[src/rtl/bavg_pkg.sv]
// Shared types, constants and register map of the block averaging meter front end.
package bavg_pkg;

   // Word and count widths.
   localparam int DATA_W     = 32;
   localparam int COUNT_BITS = 10;
   localparam int NCH        = 11;
   localparam int SUM_W      = DATA_W + COUNT_BITS;
   localparam int CHAN_W     = $clog2(NCH);
   localparam int DIV_CNT_W  = $clog2(SUM_W);
   localparam int CSR_ADDR_W = 5;
   localparam int REG_SEL_W  = 3;

   // Channel indexes in input field order: the three range-checked channels and the last one.
   localparam logic [CHAN_W-1:0] CH_CURRENT_R   = CHAN_W'(0);
   localparam logic [CHAN_W-1:0] CH_VOLTAGE_R   = CHAN_W'(3);
   localparam logic [CHAN_W-1:0] CH_POWER_TOTAL = CHAN_W'(6);
   localparam logic [CHAN_W-1:0] CH_LAST        = CHAN_W'(NCH - 1);

   // Substitute values in Q16.16: 0.5, 220.0 and 0.2.
   localparam logic [DATA_W-1:0] SUB_CURRENT = 32'h0000_8000;
   localparam logic [DATA_W-1:0] SUB_VOLT    = 32'h00DC_0000;
   localparam logic [DATA_W-1:0] SUB_POWER   = 32'h0000_3333;

   // Register reset values.
   localparam logic [COUNT_BITS-1:0] RST_AVERAGE_COUNT = COUNT_BITS'(10);
   localparam logic [DATA_W-1:0]     RST_VOLT_MAX      = 32'd15728640;
   localparam logic [DATA_W-1:0]     RST_VOLT_MIN      = 32'd13107200;
   localparam logic [DATA_W-1:0]     RST_CURRENT_MAX   = 32'd655360;
   localparam logic [DATA_W-1:0]     RST_CURRENT_MIN   = 32'd0;
   localparam logic [DATA_W-1:0]     RST_POWER_MAX     = 32'd196608;
   localparam logic [DATA_W-1:0]     RST_POWER_MIN     = 32'd0;

   // Register indexes (byte address divided by four).
   typedef enum logic [REG_SEL_W-1:0] {
      REG_AVERAGE_COUNT = 3'd0,
      REG_VOLT_MAX      = 3'd1,
      REG_VOLT_MIN      = 3'd2,
      REG_CURRENT_MAX   = 3'd3,
      REG_CURRENT_MIN   = 3'd4,
      REG_POWER_MAX     = 3'd5,
      REG_POWER_MIN     = 3'd6
   } reg_sel_type;

   // One meter sample.
   typedef struct packed {
      logic signed [DATA_W-1:0] current_r;
      logic signed [DATA_W-1:0] current_s;
      logic signed [DATA_W-1:0] current_t;
      logic signed [DATA_W-1:0] voltage_r;
      logic signed [DATA_W-1:0] voltage_s;
      logic signed [DATA_W-1:0] voltage_t;
      logic signed [DATA_W-1:0] power_total;
      logic signed [DATA_W-1:0] power_net;
      logic signed [DATA_W-1:0] power_r;
      logic signed [DATA_W-1:0] power_s;
      logic signed [DATA_W-1:0] power_t;
   } req_type;

   // One set of averages.
   typedef struct packed {
      logic signed [DATA_W-1:0] avg_current_r;
      logic signed [DATA_W-1:0] avg_current_s;
      logic signed [DATA_W-1:0] avg_current_t;
      logic signed [DATA_W-1:0] avg_voltage_r;
      logic signed [DATA_W-1:0] avg_voltage_s;
      logic signed [DATA_W-1:0] avg_voltage_t;
      logic signed [DATA_W-1:0] avg_power_total;
      logic signed [DATA_W-1:0] avg_power_net;
      logic signed [DATA_W-1:0] avg_power_r;
      logic signed [DATA_W-1:0] avg_power_s;
      logic signed [DATA_W-1:0] avg_power_t;
   } rsp_type;

endpackage

[src/rtl/bavg_div.sv]
// Restoring bit-serial divider of an unsigned sum magnitude by the sample count.
module bavg_div (
   input  logic                            clock,
   input  logic                            reset,
   input  logic                            start,
   input  logic [bavg_pkg::SUM_W-1:0]      dividend,
   input  logic [bavg_pkg::COUNT_BITS-1:0] divisor,
   output logic                            done,
   output logic [bavg_pkg::SUM_W-1:0]      quotient
);
   import bavg_pkg::*;

   logic                  busy_ff, busy_in;
   logic                  done_ff, done_in;
   logic [DIV_CNT_W-1:0]  cnt_ff, cnt_in;
   logic [COUNT_BITS-1:0] rem_ff, rem_in;
   logic [COUNT_BITS-1:0] dsr_ff, dsr_in;
   logic [SUM_W-1:0]      quo_ff, quo_in;
   logic [COUNT_BITS:0]   trial;
   logic [COUNT_BITS:0]   diff;
   logic                  fits;

   // One quotient bit per cycle: the dividend shifts out of the top of the
   // quotient register while the new bits shift in at the bottom.
   always_comb begin
      trial   = {rem_ff, quo_ff[SUM_W-1]};
      diff    = trial - {1'b0, dsr_ff};
      fits    = (trial >= {1'b0, dsr_ff});
      busy_in = busy_ff;
      done_in = 1'b0;
      cnt_in  = cnt_ff;
      rem_in  = rem_ff;
      dsr_in  = dsr_ff;
      quo_in  = quo_ff;
      if (start) begin
         busy_in = 1'b1;
         cnt_in  = '0;
         rem_in  = '0;
         dsr_in  = divisor;
         quo_in  = dividend;
      end else if (busy_ff) begin
         rem_in = fits ? diff[COUNT_BITS-1:0] : trial[COUNT_BITS-1:0];
         quo_in = {quo_ff[SUM_W-2:0], fits};
         cnt_in = cnt_ff + DIV_CNT_W'(1);
         if (cnt_ff == DIV_CNT_W'(SUM_W - 1)) begin
            busy_in = 1'b0;
            done_in = 1'b1;
         end
      end
   end

   // Control state.
   always_ff @(posedge clock) begin
      if (reset) begin
         busy_ff <= 1'b0;
         done_ff <= 1'b0;
         cnt_ff  <= '0;
      end else begin
         busy_ff <= busy_in;
         done_ff <= done_in;
         cnt_ff  <= cnt_in;
      end
   end

   // Datapath.
   always_ff @(posedge clock) begin
      rem_ff <= rem_in;
      dsr_ff <= dsr_in;
      quo_ff <= quo_in;
   end

   assign done     = done_ff;
   assign quotient = quo_ff;

endmodule

[src/rtl/block_average_with_range_substitute.sv]
// Top level: averaging of eleven meter channels with range substitution.
// A summed sample is taken in the idle state, then one sum is updated a cycle.
// An emitting sample is taken in hand, then each channel in turn goes through the shared
// bit-serial divider (start, 42 steps, capture); its result is valid once the last average is captured.
// A result waits in an output register while summing carries on; the next emitting sample
// waits until it is taken. Synchronous reset restores defaults and clears sums and count.
module block_average_with_range_substitute (
   input  logic                              clock,
   input  logic                              reset,
   input  logic                              req_valid,
   output logic                              req_ready,
   input  bavg_pkg::req_type                 req_data,
   output logic                              rsp_valid,
   input  logic                              rsp_ready,
   output bavg_pkg::rsp_type                 rsp_data,
   input  logic                              csr_psel,
   input  logic                              csr_penable,
   input  logic                              csr_pwrite,
   input  logic [bavg_pkg::CSR_ADDR_W-1:0]   csr_paddr,
   input  logic [bavg_pkg::DATA_W-1:0]       csr_pwdata,
   output logic [bavg_pkg::DATA_W-1:0]       csr_prdata,
   output logic                              csr_pready
);
   import bavg_pkg::*;

   typedef enum logic [3:0] {
      ST_IDLE = 4'b0001,
      ST_SUM  = 4'b0010,
      ST_HOLD = 4'b0100,
      ST_DIV  = 4'b1000
   } state_type;

   state_type                state_ff, state_in;
   logic [CHAN_W-1:0]        idx_ff, idx_in;
   logic                     wait_ff, wait_in;
   logic                     neg_ff, neg_in;
   logic                     rsp_valid_ff, rsp_valid_in;
   logic [COUNT_BITS-1:0]    count_ff, count_in;

   logic [COUNT_BITS-1:0]    avg_count_ff;
   logic signed [DATA_W-1:0] volt_max_ff, volt_min_ff;
   logic signed [DATA_W-1:0] current_max_ff, current_min_ff;
   logic signed [DATA_W-1:0] power_max_ff, power_min_ff;

   logic signed [SUM_W-1:0]  sum_ff [NCH];
   logic [DATA_W-1:0]        item_ff [NCH];
   logic [NCH-1:0][DATA_W-1:0] avg_ff;

   logic [NCH-1:0][DATA_W-1:0] in_words;
   logic [DATA_W-1:0]        checked [NCH];
   logic                     req_fire;
   logic                     csr_write;
   reg_sel_type              reg_sel;
   logic                     is_emit;
   logic signed [SUM_W-1:0]  sum_cur;
   logic [SUM_W-1:0]         sum_mag;
   logic                     div_start;
   logic                     div_done;
   logic [SUM_W-1:0]         div_quo;
   logic [SUM_W-1:0]         quo_neg;
   logic [DATA_W-1:0]        avg_word;
   logic [CHAN_W-1:0]        out_slot;

   assign req_fire  = req_valid & req_ready;
   assign csr_write = csr_psel & csr_penable & csr_pwrite & csr_pready;
   assign reg_sel   = reg_sel_type'(csr_paddr[REG_SEL_W+1:2]);
   assign in_words  = req_data;
   assign is_emit   = (count_ff >= avg_count_ff);
   assign sum_cur   = sum_ff[idx_ff];
   assign sum_mag   = sum_cur[SUM_W-1] ? SUM_W'(-sum_cur) : SUM_W'(sum_cur);
   assign div_start = (state_ff == ST_DIV) && !wait_ff;
   assign out_slot  = CH_LAST - idx_ff;

   // Range check of the three monitored channels; the rest pass unchanged.
   always_comb begin
      for (int i = 0; i < NCH; i++) begin
         checked[i] = in_words[NCH-1-i];
      end
      if ($signed(req_data.current_r) > current_max_ff ||
          $signed(req_data.current_r) < current_min_ff) begin
         checked[CH_CURRENT_R] = SUB_CURRENT;
      end
      if ($signed(req_data.voltage_r) > volt_max_ff ||
          $signed(req_data.voltage_r) < volt_min_ff) begin
         checked[CH_VOLTAGE_R] = SUB_VOLT;
      end
      if ($signed(req_data.power_total) > power_max_ff ||
          $signed(req_data.power_total) < power_min_ff) begin
         checked[CH_POWER_TOTAL] = SUB_POWER;
      end
   end

   // Restore the sign of a quotient and saturate it to a 32-bit word.
   always_comb begin
      quo_neg = -div_quo;
      if (neg_ff) begin
         if (div_quo[SUM_W-1:DATA_W] != '0 ||
             (div_quo[DATA_W-1] && div_quo[DATA_W-2:0] != '0)) begin
            avg_word = {1'b1, {(DATA_W-1){1'b0}}};
         end else begin
            avg_word = quo_neg[DATA_W-1:0];
         end
      end else begin
         if (div_quo[SUM_W-1:DATA_W-1] != '0) begin
            avg_word = {1'b0, {(DATA_W-1){1'b1}}};
         end else begin
            avg_word = div_quo[DATA_W-1:0];
         end
      end
   end

   // Sequencer.
   always_comb begin
      state_in     = state_ff;
      idx_in       = idx_ff;
      wait_in      = wait_ff;
      neg_in       = neg_ff;
      count_in     = count_ff;
      rsp_valid_in = rsp_valid_ff;
      if (rsp_valid_ff && rsp_ready) begin
         rsp_valid_in = 1'b0;
      end
      case (state_ff)
         ST_IDLE: begin
            if (req_fire && avg_count_ff != '0) begin
               idx_in = '0;
               if (is_emit) begin
                  count_in = '0;
                  state_in = ST_HOLD;
               end else begin
                  count_in = count_ff + COUNT_BITS'(1);
                  state_in = ST_SUM;
               end
            end
         end
         ST_SUM: begin
            idx_in = idx_ff + CHAN_W'(1);
            if (idx_ff == CH_LAST) begin
               state_in = ST_IDLE;
            end
         end
         ST_HOLD: begin
            if (!rsp_valid_ff) begin
               wait_in  = 1'b0;
               state_in = ST_DIV;
            end
         end
         ST_DIV: begin
            if (!wait_ff) begin
               neg_in  = sum_cur[SUM_W-1];
               wait_in = 1'b1;
            end else if (div_done) begin
               wait_in = 1'b0;
               idx_in  = idx_ff + CHAN_W'(1);
               if (idx_ff == CH_LAST) begin
                  rsp_valid_in = 1'b1;
                  state_in     = ST_IDLE;
               end
            end
         end
         default: begin
            state_in = ST_IDLE;
         end
      endcase
   end

   // Control state.
   always_ff @(posedge clock) begin
      if (reset) begin
         state_ff     <= ST_IDLE;
         idx_ff       <= '0;
         wait_ff      <= 1'b0;
         neg_ff       <= 1'b0;
         count_ff     <= '0;
         rsp_valid_ff <= 1'b0;
      end else begin
         state_ff     <= state_in;
         idx_ff       <= idx_in;
         wait_ff      <= wait_in;
         neg_ff       <= neg_in;
         count_ff     <= count_in;
         rsp_valid_ff <= rsp_valid_in;
      end
   end

   // Running sums: one channel added per cycle, cleared as it enters the divider.
   always_ff @(posedge clock) begin
      if (reset) begin
         for (int i = 0; i < NCH; i++) begin
            sum_ff[i] <= '0;
         end
      end else if (state_ff == ST_SUM) begin
         sum_ff[idx_ff] <= sum_cur + SUM_W'($signed(item_ff[idx_ff]));
      end else if (div_start) begin
         sum_ff[idx_ff] <= '0;
      end
   end

   // Captured sample, already range checked.
   always_ff @(posedge clock) begin
      if (req_fire) begin
         for (int i = 0; i < NCH; i++) begin
            item_ff[i] <= checked[i];
         end
      end
   end

   // Output register, one average written per division.
   always_ff @(posedge clock) begin
      if (state_ff == ST_DIV && wait_ff && div_done) begin
         avg_ff[out_slot] <= avg_word;
      end
   end

   // Configuration registers.
   always_ff @(posedge clock) begin
      if (reset) begin
         avg_count_ff   <= RST_AVERAGE_COUNT;
         volt_max_ff    <= RST_VOLT_MAX;
         volt_min_ff    <= RST_VOLT_MIN;
         current_max_ff <= RST_CURRENT_MAX;
         current_min_ff <= RST_CURRENT_MIN;
         power_max_ff   <= RST_POWER_MAX;
         power_min_ff   <= RST_POWER_MIN;
      end else if (csr_write) begin
         case (reg_sel)
            REG_AVERAGE_COUNT: avg_count_ff   <= csr_pwdata[COUNT_BITS-1:0];
            REG_VOLT_MAX:      volt_max_ff    <= csr_pwdata;
            REG_VOLT_MIN:      volt_min_ff    <= csr_pwdata;
            REG_CURRENT_MAX:   current_max_ff <= csr_pwdata;
            REG_CURRENT_MIN:   current_min_ff <= csr_pwdata;
            REG_POWER_MAX:     power_max_ff   <= csr_pwdata;
            REG_POWER_MIN:     power_min_ff   <= csr_pwdata;
            default: begin
            end
         endcase
      end
   end

   // Register read-back; addresses past the map read as zero.
   always_comb begin
      case (reg_sel)
         REG_AVERAGE_COUNT: csr_prdata = DATA_W'(avg_count_ff);
         REG_VOLT_MAX:      csr_prdata = volt_max_ff;
         REG_VOLT_MIN:      csr_prdata = volt_min_ff;
         REG_CURRENT_MAX:   csr_prdata = current_max_ff;
         REG_CURRENT_MIN:   csr_prdata = current_min_ff;
         REG_POWER_MAX:     csr_prdata = power_max_ff;
         REG_POWER_MIN:     csr_prdata = power_min_ff;
         default:           csr_prdata = '0;
      endcase
   end

   // Shared divider.
   bavg_div u_div (
      .clock    (clock),
      .reset    (reset),
      .start    (div_start),
      .dividend (sum_mag),
      .divisor  (avg_count_ff),
      .done     (div_done),
      .quotient (div_quo)
   );

   assign req_ready  = (state_ff == ST_IDLE);
   assign rsp_valid  = rsp_valid_ff;
   assign rsp_data   = avg_ff;
   assign csr_pready = 1'b1;

endmodule
[config.mk]
export PLATFORM = sky130hd
export DESIGN_NAME = block_average_with_range_substitute
export DESIGN_NICKNAME = d
export VERILOG_FILES = /design/src/rtl/bavg_pkg.sv /design/src/rtl/bavg_div.sv /design/src/rtl/block_average_with_range_substitute.sv
export SDC_FILE = /design/constraint.sdc
export NUM_CORES = 2
export LEC_CHECK = 0
export BUFFER_PORTS_ARGS = -buffer_cell sky130_fd_sc_hd__buf_2
export CORE_ASPECT_RATIO = 0.9
export CORE_MARGIN = 2
export CORE_UTILIZATION = 45
export CTS_CLUSTER_SIZE = 24
export DETAILED_ROUTE_END_ITERATION = 12
export PLACE_DENSITY = 0.62
export SLEW_MARGIN = 20
export SYNTH_ARGS = -nofsm -noshare
export SYNTH_HDL_FRONTEND = slang
export SYNTH_SLANG_ARGS = --single-unit
[constraint.sdc]
create_clock -name clock -period 21.8 [get_ports clock]
set_input_delay 0 -clock clock [delete_from_list [all_inputs] [get_ports clock]]
set_output_delay 0 -clock clock [all_outputs]
set_load 0.01 [all_outputs]
==> metrics <==
result of the run=finished, final reports clean; DR top layer=met5; Synthesized Nets=6337; Hold WC Path Type=in2reg; combinational family with the most area after synthesis=simple AND/OR/NAND/NOR gates; initial antenna violation count=60; num rows=141; cell accounting for the most synthesized area=sky130_fd_sc_hd__edfxtp_1; largest fanout on the critical path=49; f_max=116 MHz; violation count after the first detailed-routing iteration=6261; share of synthesized area occupied by flip-flops and latches=0.637; cell area after placement=80800 µm²; DRC=0; minimum setup slack after placement=13.14 ns; adder-cell share of the synthesized area=0.0444; Total GRT Usage=0.300; Pleak=33.5 nW; post-CTS sizing=0; weighted congestion reported at the end of routability-driven placement=0.969; dominant cells by area after synthesis=sky130_fd_sc_hd__edfxtp_1 56%, sky130_fd_sc_hd__dfxtp_1 7.7%, sky130_fd_sc_hd__mux4_2 7.5%; count of nets after finishing=7716; post-route design area=93300 µm²; Via Count=55356; final hold vios=0; number of buffers added by the clock tree synthesis step=172; area taken by multi-input logic gates=24800 µm²; number of global-route vias before repair=53506; number of input and output port buffers inserted=779; met2 WL post-DR=121 mm; tightest slew margin relative to the limit=0.167; Vias per Instance=5.84; Root Buffer=sky130_fd_sc_hd__clkbuf_16; CP Launch Type=register; worst setup slack after layout=13.19 ns; clock tree from TritonCTS=built; number of warnings printed during yosys synthesis=0; width of the die=433 µm; Post-Place Cells=8436; Pre-Repair DR Iteration Count=8; mux share of post-synthesis cell area=0.0895; floorplan core area=164000 µm²; final setup fails=0; max-capacitance violation count=0; worst IR drop on VDD=0.0755 mV; Final Routed Wirelength=260 mm; antenna-violating nets left=0; post-synthesis simple-gate area fraction=0.102; H-tree depth=4; endpoint type of the worst setup path=register; maximum number of pins on one net before global-route repair=212; wire length of the first global-routing pass=367 mm; Area growth, synth to finish=25.5%; slew at the pin closest to its max-slew limit=1.24 ns; fin crit share=0.395; Pwr Total=8.04 mW; RSZ-0062 raised after global routing=no; Primary FF master, synth=sky130_fd_sc_hd__edfxtp_1; vertical die dimension=390 µm; share of synthesized flip-flops with an asynchronous set or reset=0; Bufs on Longest Clock Path=3; sum of net half-perimeters after detailed placement=165 mm; summed instance area of the synthesized netlist=74400 µm²; Gate Count Post-Synth=5678; I/O pin count=783; XOR/XNOR share of the synthesized area=0.0105; path type of the worst setup path=reg2reg; area of the die=169000 µm²; count of distinct cell types in the synthesized netlist=85; proportion of layout cells with a drive suffix above 1=0.211; final setup TNS=0 ns; clock latency at the later pin of the worst-skew pair=0.85 ns; clock tree sinks=1673; Post-Synthesis Mean Instance Area=13.1 µm²; worst hold slack across all endpoints=0.0276 ns; data arrival time of the worst path=9.10 ns; register bit total from synthesis=1673; sequential cell area=47400 µm²; minimum clock period after layout=8.61 ns; detailed route wirelength on metal3=26.0 mm; Synth top area share=0.559; P per Cell Area=86.1 nW/µm²; wire per inst=27.4 µm; number of synthesized flops with an enable pin=1386; effective utilization at floorplan=0.453; Clock Pin Slew Worst Setup and Hold Paths=0.07 ns; end-of-flow core utilization=0.568; Layout Skew=0.0705 ns; fin. max-slew vios=0; Final Non-Filler Cells=9472; remaining global-route overflow=0; Layout fillers=13098; Compound-Gate Fraction of Synth Area=0.0824; required time worst endpoint=22.29 ns; met1 wire length=98.2 mm
==> repair_timing <==
action                    4_1_cts  5_1_grt
hold buffers                  663        0
setup buffers                   0        0
hold endpoints to repair      620        0
==> critical path, stage by stage, from the launching register on <==
cell and delay [ns]:
sky130_fd_sc_hd__dfxtp_4 0.76, sky130_fd_sc_hd__buf_4 0.86, sky130_fd_sc_hd__buf_4 0.84, sky130_fd_sc_hd__buf_4 0.68, sky130_fd_sc_hd__mux4_2 0.62, sky130_fd_sc_hd__mux4_2 0.64, sky130_fd_sc_hd__inv_1 0.34, sky130_fd_sc_hd__fa_1 0.26
sky130_fd_sc_hd__nand2b_1 0.16, sky130_fd_sc_hd__a21oi_1 0.13, sky130_fd_sc_hd__o21ai_0 0.50, sky130_fd_sc_hd__a21oi_1 0.30, sky130_fd_sc_hd__o21ai_0 0.37, sky130_fd_sc_hd__o2111ai_1 0.35, sky130_fd_sc_hd__a21boi_0 0.33, sky130_fd_sc_hd__xor2_1 0.74
sky130_fd_sc_hd__nor2_1 0.25
==> area by class of cell <==
class	instances	share of cell area
Inverter	296	0.0120
Sequential cell	1673	0.508
Timing Repair Buffer	1540	0.121
Multi-Input combinational cell	3374	0.266
Antenna cell	55	0.00147
Clock inverter	108	0.0137
Tap cell	2216	0.0297
Clock buffer	210	0.0483
==> power breakdown <==
| group | total [mW] | leakage [nW] | internal [mW] | switching [mW] |
|---|---|---|---|---|
| combinational | 1.20 | 15.0 | 0.444 | 0.760 |
| clock | 3.04 | 2.82 | 1.71 | 1.33 |
| sequential | 3.79 | 15.7 | 3.71 | 0.0892 |
==> logic make-up after synthesis <==
family	after synthesis
flip-flops	1673
XOR/XNOR	89
other	1
buffers and inverters	631
AO/OA/AOI/OAI	971
multiplexers	350
adder cells (fa/ha/maj)	263
AND/OR/NAND/NOR	1700
==> final timing paths <==
kind                            slack, ns                 to               from  cells after the start
worst min register to register       0.47  current_min_ff[4]  current_min_ff[4]                      2
worst max register to register      13.19     sum_ff[13][36]           register                     16
worst min-delay path                 0.03   power_max_ff[30]     csr_pwdata[30]                      4
worst max-delay path                13.19     sum_ff[13][36]           register                     16
==> registers in the layout (all words and copies together) (netlist names), 4 cells and up, named ones only <==
name,flops
state_ff,4
item_ff,352
u_div.quotient,42
power_max_ff,32
rsp_data,352
u_div.cnt_ff,6
power_min_ff,32
volt_max_ff,32
count_ff,10
current_max_ff,32
idx_ff,4
current_min_ff,32
sum_ff,672
avg_count_ff,10
u_div.rem_ff,10
u_div.dsr_ff,10
volt_min_ff,32
==> metal layers <==
metal,vias up,GRT usage
met5,-,0
met3,767,0.0700
li1,23849,-
met4,22,0.143
met2,3336,0.481
met1,27382,0.385
==> placed cells by master (no fill, tap or decap), types with 28 or more instances in the layout <==
cell	Yosys	routed
sky130_fd_sc_hd__ha_1	261	261
sky130_fd_sc_hd__mux4_2	249	249
sky130_fd_sc_hd__nor3_1	62	58
sky130_fd_sc_hd__inv_1	295	293
sky130_fd_sc_hd__clkinv_2	0	37
sky130_fd_sc_hd__diode_2	0	55
sky130_fd_sc_hd__nand2_1	643	629
sky130_fd_sc_hd__xnor2_1	43	43
sky130_fd_sc_hd__clkbuf_1	272	32
sky130_fd_sc_hd__xor2_1	46	46
sky130_fd_sc_hd__buf_2	16	778
sky130_fd_sc_hd__a22oi_1	113	113
sky130_fd_sc_hd__clkinv_1	1	28
sky130_fd_sc_hd__nand2b_1	30	29
sky130_fd_sc_hd__edfxtp_1	1386	1386
sky130_fd_sc_hd__dfxtp_1	287	282
sky130_fd_sc_hd__nor2b_1	30	29
sky130_fd_sc_hd__and2_1	79	78
sky130_fd_sc_hd__nand4_1	56	56
sky130_fd_sc_hd__a21o_1	76	76
sky130_fd_sc_hd__nand3_1	92	91
sky130_fd_sc_hd__clkbuf_16	0	172
sky130_fd_sc_hd__dlygate4sd3_1	0	663
sky130_fd_sc_hd__mux2_2	32	32
sky130_fd_sc_hd__mux2i_1	69	69
sky130_fd_sc_hd__o21ai_0	146	143
sky130_fd_sc_hd__nor2_1	575	557
sky130_fd_sc_hd__buf_4	10	95
sky130_fd_sc_hd__o21a_1	28	28
sky130_fd_sc_hd__a21oi_1	382	378
==> synth_stat cells, types with 16 or more instances <==
cell and instances:
sky130_fd_sc_hd__nor4b_1 26, sky130_fd_sc_hd__nor2_1 575, sky130_fd_sc_hd__xor2_1 46, sky130_fd_sc_hd__a21o_1 76, sky130_fd_sc_hd__and3_1 20, sky130_fd_sc_hd__buf_1 21, sky130_fd_sc_hd__ha_1 261, sky130_fd_sc_hd__dfxtp_1 287
sky130_fd_sc_hd__buf_2 16, sky130_fd_sc_hd__nand3_1 92, sky130_fd_sc_hd__mux2i_1 69, sky130_fd_sc_hd__inv_1 295, sky130_fd_sc_hd__a21oi_1 382, sky130_fd_sc_hd__nor2b_1 30, sky130_fd_sc_hd__and2_1 79, sky130_fd_sc_hd__o21ai_0 146
sky130_fd_sc_hd__a31oi_1 19, sky130_fd_sc_hd__clkbuf_1 272, sky130_fd_sc_hd__a221oi_1 22, sky130_fd_sc_hd__o21ai_1 17, sky130_fd_sc_hd__xnor2_1 43, sky130_fd_sc_hd__nor3_1 62, sky130_fd_sc_hd__nand2_1 643, sky130_fd_sc_hd__edfxtp_1 1386
sky130_fd_sc_hd__nor4_1 17, sky130_fd_sc_hd__a211oi_1 26, sky130_fd_sc_hd__a22oi_1 113, sky130_fd_sc_hd__o211ai_1 24, sky130_fd_sc_hd__o21a_1 28, sky130_fd_sc_hd__mux4_2 249, sky130_fd_sc_hd__nand2b_1 30, sky130_fd_sc_hd__nand4_1 56
sky130_fd_sc_hd__mux2_2 32
(Power assumes the default switching activity.)
